File: src/sv/bpc_pkg.sv
// bpc_pkg: shared types, widths and command codes of the box point counter
// used by the channel interfaces and every module of the block; no dependencies
package bpc_pkg;

    localparam int DIMENSIONS     = 4;
    localparam int INDEX_BITS     = 12;
    localparam int CMD_W          = 2;
    localparam int ORDER_W        = 2;
    localparam int COUNT_W        = 9;
    localparam int DEF_MAX_POINTS = 256;
    localparam int APB_AW         = 4;
    localparam int APB_DW         = 32;

    localparam logic [CMD_W-1:0] CMD_CLEAR = 2'd0;
    localparam logic [CMD_W-1:0] CMD_LOAD  = 2'd1;
    localparam logic [CMD_W-1:0] CMD_QUERY = 2'd2;
    localparam logic [CMD_W-1:0] CMD_GROW  = 2'd3;

    typedef logic [INDEX_BITS-1:0] t_index;
    typedef t_index [DIMENSIONS-1:0] t_point;
    typedef logic [DIMENSIONS-1:0][ORDER_W-1:0] t_order;

    localparam t_index TOP_RESET = 12'hFFF;

endpackage

File: src/sv/bpc_regs.sv
// bpc_regs: APB-style register file holding the per-dimension top index
// depends on bpc_pkg for widths and reset value
module bpc_regs (
    input  logic                       i_clk,
    input  logic                       i_rst_n,
    input  logic                       psel,
    input  logic                       penable,
    input  logic                       pwrite,
    input  logic [bpc_pkg::APB_AW-1:0] paddr,
    input  logic [bpc_pkg::APB_DW-1:0] pwdata,
    output logic [bpc_pkg::APB_DW-1:0] prdata,
    output logic                       pready,
    output bpc_pkg::t_point            o_top
);
    import bpc_pkg::*;

    t_point          r_top;
    logic [1:0]      w_idx;

    assign w_idx  = paddr[APB_AW-1:2];
    assign pready = 1'b1;
    assign prdata = APB_DW'(r_top[w_idx]);
    assign o_top  = r_top;

    always_ff @(posedge i_clk) begin
        if (!i_rst_n) begin
            for (int d = 0; d < DIMENSIONS; d++) begin
                r_top[d] <= TOP_RESET;
            end
        end else if (psel && penable && pwrite) begin
            r_top[w_idx] <= pwdata[INDEX_BITS-1:0];
        end
    end

endmodule

File: config.mk
export PLATFORM = sky130hd
export DESIGN_NAME = bpc_regs
export DESIGN_NICKNAME = d
export VERILOG_FILES = /design/src/sv/bpc_pkg.sv /design/src/sv/bpc_regs.sv
export SDC_FILE = /design/constraint.sdc
export NUM_CORES = 1
export LEC_CHECK = 0
export BUFFER_PORTS_ARGS = -buffer_cell sky130_fd_sc_hd__buf_2
export CAP_MARGIN = 20
export CORE_ASPECT_RATIO = 0.8
export CORE_MARGIN = 3
export CORE_UTILIZATION = 30
export DETAILED_ROUTE_END_ITERATION = 8
export PLACE_DENSITY = 0.61
export SLEW_MARGIN = 20
export SYNTH_ARGS = -nofsm -noshare
export SYNTH_HDL_FRONTEND = slang
export SYNTH_SLANG_ARGS = --single-unit
File: constraint.sdc
create_clock -name i_clk -period 1.8 [get_ports i_clk]
set_clock_uncertainty 0.05 [all_clocks]
set_input_delay 0.09 -clock i_clk [delete_from_list [all_inputs] [get_ports i_clk]]
set_output_delay 0.09 -clock i_clk [all_outputs]
set_load 0.02 [all_outputs]
==> flow_summary.toml <==
[worst_setup_path]
cp.depth = 2
path_buf_inv = 1
rr_startpoint = "o_top[2]"
r2r-end = "o_top[2]"
setup.worst_path.start_class = "register"
startpoint = "o_top[47]"
end_kind = "output pin"
critical_path.max_stage_delay_ns = 0.48
crit_type = "reg2out"
reg2reg_slack_ns = 1.09
crit_fanout = 3
cpMaxStageDelayCell = "mux4_2"
worstPathCellList = "mux4_2 -> buf_2"
cp_data_required_time_ns = 1.66
worst_r2r_path_depth = 2
cp_top_family = "multiplexers"
cp.arrival_ns = 1.29
crit_end = "prdata[11]"

[timing]
period_minus_slack_ns = 1.430
relSlewSlack = 0.6112
min_period_over_period = 0.7946
setup_viol = 0
maxSlewViolCount = 0
fmax_ghz = 0.6992
worst_pin_slew_ns = 0.5817
rsz0062_at_grt = "false"
fin_tns_setup_ns = 0
hold_viol = 0

[power]
power.leakage_nw = 1.064
pwr_density_cell_mw_per_mm2 = 787.2
vdd_drop_max_uv = 466.2
power_mw = 2.252

[global_route]
track_usage = 0.1424
grt_max_degree = 27
antenna_found_initial = 0
grt_pass1_vias = 2014
grt-ovfl-total = 0
grt_pass1_wl_mm = 10.14

[clocking]
cts_tree = "done"
h-tree-depth = 2
clock_path_buffers = 2
cts_setup_buffers = 0
cts_root_buf = "clkbuf_8"
insertion_delay_ns = 0.29
cts.clk_slew.worst_paths_ns = 0.09
cts_buffers = 5
clkSinkCount = 48
cts_hold_buf = 1
cts-resized-gates = 0

[detailed_routing]
post_drt_wl_per_cell_um = 14.56
route.met2.wl_mm = 2.933
routed_wirelength_mm = 6.275
dr.pass1.iters = 4
wl_met3_um = 354
highest_layer = "met4"
m1WireLength_mm = 2.878
drt_iter0_markers = 57
viasPerCell = 4.740
ant_nets = 0
vias = 2043
drc = 0

[floorplanning]
dieArea_sq_mm = 0.008830
rows = 28
die_w_um = 104.3
core_region_area_sq_mm = 0.007462
io_pins = 122
start_util = 0.3109
die_h_um = 84.65

[synthesis]
syn_inst = 253
yosysTopAreaCell = "dfxtp_1"
syn_avg_cell_area_sq_um = 9.169
async_reset_ff_frac = 0
yosys_warnings = 0
ys_seq_area_frac = 0.4142
synth_edf_count = 0
synth_top_area_frac = 0.4142
synth_common_cells = "dfxtp_1, o21ai_0, nand2_1"
synth_area_leaders = "dfxtp_1, mux4_2, o21ai_0"
netlist_area_sq_mm = 0.002320
synth_ff_type = "dfxtp_1"
ys_ff_latch = 48
synthDistinctLibCells = 19

[run_status]
status = "completed"

[placement]
dp_hpwl_mm = 4.485
place_congestion = 0.7493
numPortBuffers = 78
post_dp_cell_area_sq_mm = 0.002724

[finish]
area_growth_syn_to_layout_pct = 23.30
n_antenna_cell = 0
final_area_sq_mm = 0.002860
drive_above_1_share = 0.3344
nNetsFinal = 366
largest_register_ffs = 48

[job]
maxCapViolations = 0

[hold_path]
hold_path.class = "in2reg"
==> metrics by stage <==
step / instances / util / hold slack, ns / setup slack [ns]
6_report: 431 / 0.3833 / 0.06598 / 0.3698
5_1_grt: 431 / 0.3833 / 0.05929 / 0.3115
4_1_cts: 431 / 0.3833 / 0.05007 / 0.3512
3_5_place_dp: 422 / 0.3650 / 0.3114 / 0.2820
3_3_place_gp: 422 / 0.3650 / 0.3114 / 0.3089
2_1_floorplan: 272 / - / 0.2365 / 0.6814
==> kinds of logic after synthesis <==
| kind of cell | after synthesis | synth area share |
|---|---|---|
| compound gates | 74 | 0.1877 |
| simple gates | 74 | 0.1591 |
| flops | 48 | 0.4142 |
| buf+inv | 43 | 0.1192 |
| mux | 12 | 0.1165 |
| other cells | 2 | 0.003237 |
==> worst min-delay path, cell delays in order <==
cell and delay [ns]:
buf_2 0.11, nand2b_1 0.08, o211ai_1 0.08
==> worst min-delay path by stage <==
stage,start,end,cells after the start
after floorplan,pwdata[2],o_top[2],2
after global placement,i_rst_n,o_top[12],2
final,pwdata[2],o_top[2],3
after detailed placement,i_rst_n,o_top[11],2
after global routing,pwdata[2],o_top[2],3
after CTS,pwdata[2],o_top[2],3
==> area by class of cell <==
cell class	instances	area, sq um
Tap cell	105	131.4
Fill cell	785	4602
Sequential cell	48	960.9
Clock buffer	7	96.34
Timing Repair Buffer	89	488.0
Clock inverter	1	30.03
Multi-Input combinational cell	181	1154
==> power breakdown <==
group          internal [mW]  total (mW)  leakage [nW]  switching, mW
clock                  0.491       0.848        0.0645          0.357
combinational          0.103       0.301         0.609          0.198
sequential              1.09        1.10         0.391         0.0174
==> cells in the final DEF (no fill, tap or decap), drive strengths merged <==
master       Yosys  layout
conb             2      21
o21ai           48      48
and4             1       1
nand2b           1       1
nand2           36      36
nor2b           11      11
dfxtp           48      48
bufinv           0       1
and4b            1       1
nand3           22      22
a21o            24      24
o211ai           2       2
mux4            12      12
nand4            1       1
dlygate4sd3      0       1
clkbuf          11       7
buf             32      88
nand4b           1       1
==> metal layers <==
layer / track usage / vias up
li1: - / 990
met1: 0.1834 / 968
met2: 0.2368 / 71
met3: 0.03459 / 14
met4: 0.04469 / 0
met5: 0 / -
No activity file was read; power rests on OpenSTA's default activity.
