### config.mk
export PLATFORM = sky130hd
export DESIGN_NAME = bpc_core_flat
export DESIGN_NICKNAME = d
export VERILOG_FILES = /design/src/sv/bpc_pkg.sv /design/src/sv/bpc_if.sv /design/src/sv/bpc_core.sv /design/src/flat_wrapper.sv
export SDC_FILE = /design/constraint.sdc
export NUM_CORES = 1
export LEC_CHECK = 0
export BUFFER_PORTS_ARGS = -buffer_cell sky130_fd_sc_hd__buf_2
export CORE_MARGIN = 1
export CORE_UTILIZATION = 52
export CTS_CLUSTER_SIZE = 12
export DETAILED_ROUTE_END_ITERATION = 12
export GPL_ROUTABILITY_DRIVEN = 0
export GPL_TIMING_DRIVEN = 0
export PLACE_DENSITY = 0.78
export SLEW_MARGIN = 20
export SYNTH_ARGS = -nofsm -noshare
export SYNTH_HDL_FRONTEND = slang
export SYNTH_SLANG_ARGS = --single-unit
### constraint.sdc
create_clock -name i_clk -period 5.4 [get_ports i_clk]
set_clock_uncertainty 0.15 [all_clocks]
set_input_delay 1.08 -clock i_clk [delete_from_list [all_inputs] [get_ports i_clk]]
set_output_delay 1.08 -clock i_clk [all_outputs]
set_load 0.05 [all_outputs]
### src/sv/bpc_pkg.sv
// bpc_pkg: shared types, widths and command codes of the box point counter
// used by the channel interfaces and every module of the block; no dependencies
package bpc_pkg;

    localparam int DIMENSIONS     = 4;
    localparam int INDEX_BITS     = 12;
    localparam int CMD_W          = 2;
    localparam int ORDER_W        = 2;
    localparam int COUNT_W        = 9;
    localparam int DEF_MAX_POINTS = 256;
    localparam int APB_AW         = 4;
    localparam int APB_DW         = 32;

    localparam logic [CMD_W-1:0] CMD_CLEAR = 2'd0;
    localparam logic [CMD_W-1:0] CMD_LOAD  = 2'd1;
    localparam logic [CMD_W-1:0] CMD_QUERY = 2'd2;
    localparam logic [CMD_W-1:0] CMD_GROW  = 2'd3;

    typedef logic [INDEX_BITS-1:0] t_index;
    typedef t_index [DIMENSIONS-1:0] t_point;
    typedef logic [DIMENSIONS-1:0][ORDER_W-1:0] t_order;

    localparam t_index TOP_RESET = 12'hFFF;

endpackage

### src/sv/bpc_if.sv
// bpc_if: valid/ready channel interfaces for command items and result items
// depends on bpc_pkg for field widths
interface bpc_in_if;
    import bpc_pkg::*;

    logic                 valid;
    logic                 ready;
    logic [CMD_W-1:0]     command;
    t_index               corner_0;
    t_index               corner_1;
    t_index               corner_2;
    t_index               corner_3;
    logic [ORDER_W-1:0]   order_0;
    logic [ORDER_W-1:0]   order_1;
    logic [ORDER_W-1:0]   order_2;
    logic [ORDER_W-1:0]   order_3;

    modport source (
        output valid, command, corner_0, corner_1, corner_2, corner_3,
               order_0, order_1, order_2, order_3,
        input  ready
    );
    modport sink (
        input  valid, command, corner_0, corner_1, corner_2, corner_3,
               order_0, order_1, order_2, order_3,
        output ready
    );
endinterface

interface bpc_out_if;
    import bpc_pkg::*;

    logic                 valid;
    logic                 ready;
    logic                 status;
    logic [COUNT_W-1:0]   open_count;
    logic [COUNT_W-1:0]   closed_count;
    t_index               box_0;
    t_index               box_1;
    t_index               box_2;
    t_index               box_3;

    modport source (
        output valid, status, open_count, closed_count, box_0, box_1, box_2, box_3,
        input  ready
    );
    modport sink (
        input  valid, status, open_count, closed_count, box_0, box_1, box_2, box_3,
        output ready
    );
endinterface

### src/sv/bpc_core.sv
// bpc_core: command sequencer, store scan, box evaluation and result register
// depends on bpc_pkg and the bpc_if channel interfaces; drives bpc_store
module bpc_core #(
    parameter int MAX_POINTS = bpc_pkg::DEF_MAX_POINTS
) (
    input  logic                     i_clk,
    input  logic                     i_rst_n,
    bpc_in_if.sink                   i_in,
    bpc_out_if.source                o_out,
    input  bpc_pkg::t_point          i_top,
    output logic                     o_wr_en,
    output logic [((MAX_POINTS > 1) ? $clog2(MAX_POINTS) : 1)-1:0] o_wr_addr,
    output bpc_pkg::t_point          o_wr_data,
    output logic                     o_rd_en,
    output logic [((MAX_POINTS > 1) ? $clog2(MAX_POINTS) : 1)-1:0] o_rd_addr,
    input  bpc_pkg::t_point          i_rd_data
);
    import bpc_pkg::*;

    localparam int AW = (MAX_POINTS > 1) ? $clog2(MAX_POINTS) : 1;
    localparam int CW = $clog2(MAX_POINTS + 1);
    localparam logic [CW-1:0] FULL = CW'(MAX_POINTS);

    localparam logic [1:0] ST_IDLE = 2'd0;
    localparam logic [1:0] ST_SCAN = 2'd1;
    localparam logic [1:0] ST_DONE = 2'd2;

    logic [1:0]        r_state;
    logic [CW-1:0]     r_cnt;
    logic [CW-1:0]     r_idx;
    logic              r_rd_vld;
    logic [CMD_W-1:0]  r_cmd;
    t_point            r_corner;
    t_order            r_order;
    t_point            r_box;
    logic [CW-1:0]     r_open;
    logic [CW-1:0]     r_closed;
    logic              r_status;
    logic              r_out_valid;
    logic              r_o_status;
    logic [COUNT_W-1:0] r_o_open;
    logic [COUNT_W-1:0] r_o_closed;
    t_point            r_o_box;

    t_point            w_corner;
    t_order            w_order;
    logic              w_acc;
    logic              w_full;
    logic              w_issue;
    logic              w_out_free;

    t_point            n_box;
    logic [CW-1:0]     n_open;
    logic [CW-1:0]     n_closed;
    logic              w_is_open;
    logic              w_is_closed;
    logic              w_memo_v;
    logic [ORDER_W-1:0] w_memo_d;
    logic              w_stop;
    t_index            w_k;
    logic [ORDER_W-1:0] w_cd;

    assign w_corner = {i_in.corner_3, i_in.corner_2, i_in.corner_1, i_in.corner_0};
    assign w_order  = {i_in.order_3, i_in.order_2, i_in.order_1, i_in.order_0};

    assign i_in.ready = (r_state == ST_IDLE);
    assign w_acc      = i_in.valid && i_in.ready;
    assign w_full     = (r_cnt == FULL);
    assign w_issue    = (r_state == ST_SCAN) && (r_idx < r_cnt);
    assign w_out_free = !r_out_valid || o_out.ready;

    // loads go straight into the store at the transfer
    assign o_wr_en   = w_acc && (i_in.command == CMD_LOAD) && !w_full;
    assign o_wr_addr = r_cnt[AW-1:0];
    assign o_wr_data = w_corner;
    assign o_rd_en   = w_issue;
    assign o_rd_addr = r_idx[AW-1:0];

    // evaluate the point that the store returned this cycle
    always_comb begin
        n_box       = r_box;
        n_open      = r_open;
        n_closed    = r_closed;
        w_is_open   = 1'b1;
        w_is_closed = 1'b1;
        w_memo_v    = 1'b0;
        w_memo_d    = '0;
        w_stop      = 1'b0;
        w_k         = '0;
        w_cd        = '0;
        for (int d = 0; d < DIMENSIONS; d++) begin
            if (i_rd_data[d] >= r_corner[d]) begin
                w_is_open = 1'b0;
            end
            if (i_rd_data[d] > r_corner[d]) begin
                w_is_closed = 1'b0;
            end
        end
        // memo rule: first dimension that can shrink, unless some dimension blocks
        for (int j = 0; j < DIMENSIONS; j++) begin
            w_cd = r_order[j];
            w_k  = i_rd_data[w_cd];
            if (!w_stop && (w_k >= r_corner[w_cd])) begin
                if (w_k < r_box[w_cd]) begin
                    if (!w_memo_v) begin
                        w_memo_v = 1'b1;
                        w_memo_d = w_cd;
                    end
                end else begin
                    w_memo_v = 1'b0;
                    w_stop   = 1'b1;
                end
            end
        end
        if (r_rd_vld) begin
            if (r_cmd == CMD_QUERY) begin
                if (w_is_open) begin
                    n_open = CW'(r_open + 1'b1);
                end
                if (w_is_closed) begin
                    n_closed = CW'(r_closed + 1'b1);
                    for (int d = 0; d < DIMENSIONS; d++) begin
                        if (i_rd_data[d] > r_box[d]) begin
                            n_box[d] = i_rd_data[d];
                        end
                    end
                end
            end else if (w_memo_v) begin
                n_box[w_memo_d] = i_rd_data[w_memo_d];
            end
        end
    end

    always_ff @(posedge i_clk) begin
        if (!i_rst_n) begin
            r_state     <= ST_IDLE;
            r_cnt       <= '0;
            r_idx       <= '0;
            r_rd_vld    <= 1'b0;
            r_out_valid <= 1'b0;
        end else begin
            r_rd_vld <= w_issue;
            if (w_issue) begin
                r_idx <= CW'(r_idx + 1'b1);
            end
            if ((r_state == ST_DONE) && w_out_free) begin
                r_out_valid <= 1'b1;
            end else if (o_out.ready) begin
                r_out_valid <= 1'b0;
            end
            case (r_state)
                ST_IDLE: begin
                    if (w_acc) begin
                        r_idx <= '0;
                        if (i_in.command == CMD_CLEAR) begin
                            r_cnt <= '0;
                        end else if ((i_in.command == CMD_LOAD) && !w_full) begin
                            r_cnt <= CW'(r_cnt + 1'b1);
                        end
                        if ((i_in.command == CMD_QUERY) || (i_in.command == CMD_GROW)) begin
                            r_state <= ST_SCAN;
                        end else begin
                            r_state <= ST_DONE;
                        end
                    end
                end
                ST_SCAN: begin
                    if (!w_issue && !r_rd_vld) begin
                        r_state <= ST_DONE;
                    end
                end
                ST_DONE: begin
                    if (w_out_free) begin
                        r_state <= ST_IDLE;
                    end
                end
                default: begin
                    r_state <= ST_IDLE;
                end
            endcase
        end
    end

    // payload side, no reset needed
    always_ff @(posedge i_clk) begin
        if (w_acc) begin
            r_cmd    <= i_in.command;
            r_corner <= w_corner;
            r_order  <= w_order;
            r_status <= (i_in.command == CMD_LOAD) && w_full;
            r_open   <= '0;
            r_closed <= '0;
            if (i_in.command == CMD_GROW) begin
                r_box <= i_top;
            end else begin
                r_box <= '0;
            end
        end else begin
            r_box    <= n_box;
            r_open   <= n_open;
            r_closed <= n_closed;
        end
        if ((r_state == ST_DONE) && w_out_free) begin
            r_o_status <= r_status;
            r_o_open   <= COUNT_W'(r_open);
            r_o_closed <= COUNT_W'(r_closed);
            r_o_box    <= r_box;
        end
    end

    assign o_out.valid        = r_out_valid;
    assign o_out.status       = r_o_status;
    assign o_out.open_count   = r_o_open;
    assign o_out.closed_count = r_o_closed;
    assign o_out.box_0        = r_o_box[0];
    assign o_out.box_1        = r_o_box[1];
    assign o_out.box_2        = r_o_box[2];
    assign o_out.box_3        = r_o_box[3];

`ifndef SYNTHESIS
    a_cnt_bound: assert property (@(posedge i_clk) disable iff (!i_rst_n)
        r_cnt <= FULL)
        else $error("point count beyond store depth");

    a_rd_below_cnt: assert property (@(posedge i_clk) disable iff (!i_rst_n)
        o_rd_en |-> ((r_state == ST_SCAN) && (r_idx < r_cnt)))
        else $error("store read past the stored points");

    a_drop_status: assert property (@(posedge i_clk) disable iff (!i_rst_n)
        (w_acc && (i_in.command == CMD_LOAD) && w_full) |=> (r_status && !o_wr_en))
        else $error("dropped load not flagged");

    a_done_delivers: assert property (@(posedge i_clk) disable iff (!i_rst_n)
        ((r_state == ST_DONE) && w_out_free) |=> (r_out_valid && (r_state == ST_IDLE)))
        else $error("finished result not moved to output register");
`endif

endmodule

### src/flat_wrapper.sv
// flat-port wrapper written by rule: the top's interface ports become plain ports
module bpc_core_flat import bpc_pkg::*;
#(
    parameter int MAX_POINTS = bpc_pkg::DEF_MAX_POINTS
)
  (i_clk, i_rst_n, i_top, o_wr_en, o_wr_addr, o_wr_data, o_rd_en, o_rd_addr, i_rd_data, i_in_valid, i_in_command, i_in_corner_0, i_in_corner_1, i_in_corner_2, i_in_corner_3, i_in_order_0, i_in_order_1, i_in_order_2, i_in_order_3, i_in_ready, o_out_valid, o_out_status, o_out_open_count, o_out_closed_count, o_out_box_0, o_out_box_1, o_out_box_2, o_out_box_3, o_out_ready);
  bpc_in_if i_in_i ();
  bpc_out_if o_out_i ();
  input  logic i_clk;
  input  logic i_rst_n;
  input  bpc_pkg::t_point i_top;
  output logic o_wr_en;
  output logic [((MAX_POINTS > 1) ? $clog2(MAX_POINTS) : 1)-1:0] o_wr_addr;
  output bpc_pkg::t_point o_wr_data;
  output logic o_rd_en;
  output logic [((MAX_POINTS > 1) ? $clog2(MAX_POINTS) : 1)-1:0] o_rd_addr;
  input  bpc_pkg::t_point i_rd_data;
  input wire logic [$bits(i_in_i.valid)-1:0] i_in_valid;
  input wire logic [$bits(i_in_i.command)-1:0] i_in_command;
  input wire logic [$bits(i_in_i.corner_0)-1:0] i_in_corner_0;
  input wire logic [$bits(i_in_i.corner_1)-1:0] i_in_corner_1;
  input wire logic [$bits(i_in_i.corner_2)-1:0] i_in_corner_2;
  input wire logic [$bits(i_in_i.corner_3)-1:0] i_in_corner_3;
  input wire logic [$bits(i_in_i.order_0)-1:0] i_in_order_0;
  input wire logic [$bits(i_in_i.order_1)-1:0] i_in_order_1;
  input wire logic [$bits(i_in_i.order_2)-1:0] i_in_order_2;
  input wire logic [$bits(i_in_i.order_3)-1:0] i_in_order_3;
  output wire logic [$bits(i_in_i.ready)-1:0] i_in_ready;
  output wire logic [$bits(o_out_i.valid)-1:0] o_out_valid;
  output wire logic [$bits(o_out_i.status)-1:0] o_out_status;
  output wire logic [$bits(o_out_i.open_count)-1:0] o_out_open_count;
  output wire logic [$bits(o_out_i.closed_count)-1:0] o_out_closed_count;
  output wire logic [$bits(o_out_i.box_0)-1:0] o_out_box_0;
  output wire logic [$bits(o_out_i.box_1)-1:0] o_out_box_1;
  output wire logic [$bits(o_out_i.box_2)-1:0] o_out_box_2;
  output wire logic [$bits(o_out_i.box_3)-1:0] o_out_box_3;
  input wire logic [$bits(o_out_i.ready)-1:0] o_out_ready;
  assign i_in_i.valid = i_in_valid;
  assign i_in_i.command = i_in_command;
  assign i_in_i.corner_0 = i_in_corner_0;
  assign i_in_i.corner_1 = i_in_corner_1;
  assign i_in_i.corner_2 = i_in_corner_2;
  assign i_in_i.corner_3 = i_in_corner_3;
  assign i_in_i.order_0 = i_in_order_0;
  assign i_in_i.order_1 = i_in_order_1;
  assign i_in_i.order_2 = i_in_order_2;
  assign i_in_i.order_3 = i_in_order_3;
  assign i_in_ready = i_in_i.ready;
  assign o_out_valid = o_out_i.valid;
  assign o_out_status = o_out_i.status;
  assign o_out_open_count = o_out_i.open_count;
  assign o_out_closed_count = o_out_i.closed_count;
  assign o_out_box_0 = o_out_i.box_0;
  assign o_out_box_1 = o_out_i.box_1;
  assign o_out_box_2 = o_out_i.box_2;
  assign o_out_box_3 = o_out_i.box_3;
  assign o_out_i.ready = o_out_ready;
  bpc_core #(.MAX_POINTS(MAX_POINTS)) u_core (.i_clk(i_clk), .i_rst_n(i_rst_n), .i_in(i_in_i), .o_out(o_out_i), .i_top(i_top), .o_wr_en(o_wr_en), .o_wr_addr(o_wr_addr), .o_wr_data(o_wr_data), .o_rd_en(o_rd_en), .o_rd_addr(o_rd_addr), .i_rd_data(i_rd_data));
endmodule
==> impl_metrics.py <==
metrics = {
    "detailed_routing": {
        "ant_nets": 0,
        "totalWireLength_mm": 52.9,
        "dr.pass1.iters": 6,
        "drt_drc_violations_left": 0,
        "route.detailed.wl_per_inst_um": 23.7,
        "vias": 14200,
        "via_per_inst": 6.33,
        "initialDrtViolationCount": 1685,
    },
    "clock_network": {
        "cts_buffers": 23,
        "cts.path.max_buffers": 3,
        "h-tree-depth": 1,
        "worst_skew_pair.late_latency_ps": 540,
        "clockRootBuffer": "sky130_fd_sc_hd__clkbuf_16",
        "clock-sinks": 214,
        "tritoncts": "built",
        "path_clk_slew_ps": 60,
        "ctsHoldBuffers": 0,
    },
    "sta": {
        "finalWorstPathRequiredPeriod_ps": 5320,
        "timing.fmax_ghz": 0.188,
        "finalHoldViolations": 0,
        "timing.final.crit_share_pct": 98.5,
        "final_max_slew_viol_count": 0,
        "timing.slew.headroom_pct": 40.5,
        "rsz_0062_raised_after_global_routing": "no",
        "finalSetupViolCount": 0,
        "tightestPinTransition_ps": 893,
    },
    "floorplanning": {
        "floorplan.die.width_um": 182,
        "dieArea_um2": 33200,
        "core_region_area_um2": 31800,
        "floorplan.rows": 65,
        "initial_core_util_pct": 53.2,
        "number_of_ports_placed_on_the_die_boundary": 293,
        "die-height_um": 182,
    },
    "place": {
        "buffers_on_ports": 291,
        "placed_cell_area_um2": 19000,
        "dp.final_hpwl_mm": 41.9,
    },
    "critical_path": {
        "crit_type": "reg2reg",
        "startpoint_type": "register",
        "cp_data_arrival_time_ps": 5340,
        "crit-reg2reg-launch": "u_core.r_order[3]",
        "r2r.worst_path.cells": 12,
        "crit_start": "u_core.r_order[3]",
        "timing.critical_path.required_ps": 5420,
        "critPathMaxFanout": 12,
        "setup.worst_path.end_class": "register",
    },
    "logic_synthesis": {
        "synth.yosys.seq_area_share_pct": 35.6,
        "yosys_warning_count": 0,
        "mappedNetlistArea_um2": 16900,
        "post_synth_num_cell_types": 64,
        "synthCells": 1464,
        "ys_async_sr_fraction_pct": 0,
        "synth.net_count": 1823,
        "yosys_most_used_dff": "sky130_fd_sc_hd__edfxtp_1",
        "postSynthAreaPerCell_um2": 11.5,
        "synth-seq-cells": 214,
        "count_of_flip_flops_with_a_built_in_enable_after_synthesis": 174,
    },
    "run": {
        "max_cap_viol_count": 0,
    },
    "cells_and_area": {
        "final_nets": 2146,
        "drive_gt1_share_pct": 32.5,
        "fin_area_um2": 19800,
        "num-fill-cells": 2510,
        "final-seq-area_um2": 6030,
        "final_core_util_pct": 62.4,
        "synthToLayoutAreaGrowth_pct": 17.4,
        "multi_input_area_um2": 9440,
    },
    "outcome": {
        "status": "complete, no violations",
    },
    "global_routing": {
        "grt_max_degree": 53,
        "global_route.overflow_total": 0,
        "globalRouteTotalUtil_pct": 31.6,
        "antenna_found_initial": 1,
        "grt_pass1_wl_mm": 78.8,
        "vias_in_the_first_global_route": 13600,
    },
    "pwr": {
        "max-vdd-ir-drop_uv": 293,
        "p_leak_nw": 8.78,
        "power_density_nw_per_um2": 282,
    },
    "worst_hold_path": {
        "timing.hold.worst.class": "reg2reg",
        "hold_path_startpoint": "u_core.r_status",
        "min_delay_path_depth": 0,
    },
}
## path summary, 6_finish.rpt
kind,end,slack [ps]
setup / recovery,u_core.r_box[5],80
hold / removal,u_core.o_out.status,270
setup reg to reg,u_core.r_box[5],80
hold reg to reg,u_core.o_out.status,270
## final cells by class
type	count	share of cell area (%)
timing repair buffer	300	8.07
sequential	214	30.4
antenna	1	0.0126
buffer	116	3.71
tap	435	2.74
inverter	218	4.12
multi-input combinational	914	47.5
clock buffer	31	3.15
clock inverter	8	0.277
## state kept, by name (all words and copies together), names as in the netlist
signal                     cells
u_core.o_out.box_0            12
u_core.o_out.box_1            12
u_core.o_out.box_2            12
u_core.o_out.box_3            12
u_core.o_out.closed_count      9
u_core.o_out.open_count        9
u_core.o_out.status            1
u_core.o_out.valid             1
u_core.r_box                  48
u_core.r_closed                9
u_core.r_cmd                   2
u_core.r_cnt                   9
u_core.r_corner               48
u_core.r_idx                   9
u_core.r_open                  9
u_core.r_order                 6
u_core.r_rd_vld                1
u_core.r_state                 2
u_core.r_status                1
u_core.w_cd                    2
## through the flow
| stage | setup TNS [ps] | hold WS (ps) | setup slack, ps | power, mW | instances |
|---|---|---|---|---|---|
| 2_1_floorplan | 0 | 250 | 330 | 3.45 | 1464 |
| 3_3_place_gp | -89410 | 258 | -966 | 3.97 | 2190 |
| 3_5_place_dp | -38460 | 257 | -692 | 4.06 | 2193 |
| 4_1_cts | 0 | 272 | 4.75 | 5.54 | 2234 |
| 5_1_grt | 0 | 279 | 15.1 | 5.83 | 2237 |
| 6_report | 0 | 274 | 78.3 | 5.59 | 2237 |
## synthesized netlist by cell type, types with 10 or more instances
master                     count  area share, %
sky130_fd_sc_hd__a21o_1       47            2.1
sky130_fd_sc_hd__a21oi_1      61            1.8
sky130_fd_sc_hd__a22o_1       25            1.3
sky130_fd_sc_hd__a22oi_1      25            1.1
sky130_fd_sc_hd__buf_1        14           0.31
sky130_fd_sc_hd__buf_4        67            3.0
sky130_fd_sc_hd__clkbuf_1     31           0.69
sky130_fd_sc_hd__dfxtp_1      40            4.7
sky130_fd_sc_hd__edfxtp_1    174             31
sky130_fd_sc_hd__ha_1        201             15
sky130_fd_sc_hd__inv_1       216            4.8
sky130_fd_sc_hd__mux4_2      144             19
sky130_fd_sc_hd__nand2_1      49            1.1
sky130_fd_sc_hd__nand2b_1     20           0.74
sky130_fd_sc_hd__nand3_1      23           0.68
sky130_fd_sc_hd__nand4_1      37            1.4
sky130_fd_sc_hd__nor2_1       35           0.78
sky130_fd_sc_hd__nor2b_1      17           0.63
sky130_fd_sc_hd__nor3_1       18           0.53
sky130_fd_sc_hd__o21a_1       10           0.44
sky130_fd_sc_hd__o21ai_0      40            1.2
sky130_fd_sc_hd__o21ai_1      11           0.33
sky130_fd_sc_hd__o21ai_2      11           0.57
sky130_fd_sc_hd__o31ai_1      15           0.67
sky130_fd_sc_hd__or4_1        15           0.67
## cell usage in the layout (no fill, tap or decap), drive strengths merged, types with 3 or more instances in the layout
master	count
a31oi	9
nor2b	17
a22oi	25
inv	217
xnor2	6
nand4	37
dfxtp	40
or3	9
o21a	10
o21ai	62
o211ai	9
a211o	5
o221ai	3
mux4	144
o31ai	16
nand3	23
nor3	18
a21oi	61
nand2	49
a22o	25
a211oi	8
buf	375
a221oi	3
nor4	8
nor4b	3
and3	7
or4	15
o2111ai	4
a21o	47
ha	201
nor2	35
edfxtp	174
mux2i	8
clkinv	9
nand2b	20
and4	5
or2	4
clkbuf	71
## metal layers
layer  vias to the layer above  GRT usage [%]  wire [µm]
met5                         -              0          0
met4                         0           17.8       3390
met3                       183           7.76       7120
met2                      1046           48.6      23500
met1                      6723           41.1      19000
li1                       6204              -          -
## worst max-delay path, cell delays in order (launching register included)
cell and delay [ps]:
sky130_fd_sc_hd__edfxtp_1 750, sky130_fd_sc_hd__clkbuf_1 520, sky130_fd_sc_hd__mux4_2 430, sky130_fd_sc_hd__ha_1 360, sky130_fd_sc_hd__a211o_1 170, sky130_fd_sc_hd__a31oi_1 50, sky130_fd_sc_hd__o31ai_1 500, sky130_fd_sc_hd__or2_0 200
sky130_fd_sc_hd__clkbuf_1 250, sky130_fd_sc_hd__nor4_1 130, sky130_fd_sc_hd__a311o_1 460, sky130_fd_sc_hd__or4_1 510, sky130_fd_sc_hd__a31oi_4 460
## power breakdown
part	internal [mW]	switching, mW	leakage [nW]
registers	1.97	0.166	1.97
logic	0.831	1.17	6.48
clock network	0.813	0.643	0.335
total	3.61	1.98	8.78
## kinds of logic (layout without fill, tap and decap cells)
logic type | Yosys count | count (layout) | share of synthesized area (%)
compound gates | 301 | 301 | 12.4
xor+xnor | 7 | 7 | 0.363
fa+ha+maj | 201 | 201 | 14.9
buf+inv | 336 | 673 | 9.03
flops | 214 | 214 | 35.6
mux | 152 | 152 | 19.7
other cells | 0 | 1 | 0
simple gates | 253 | 253 | 8.07
## what timing repair did
item                       in CTS  in global routing
gates resized for setup        17                 21
setup buffers                   3                  3
pin swaps                       0                  2
setup endpoints to repair      94                 63
Note: power is estimated with default switching activity, not from simulation.
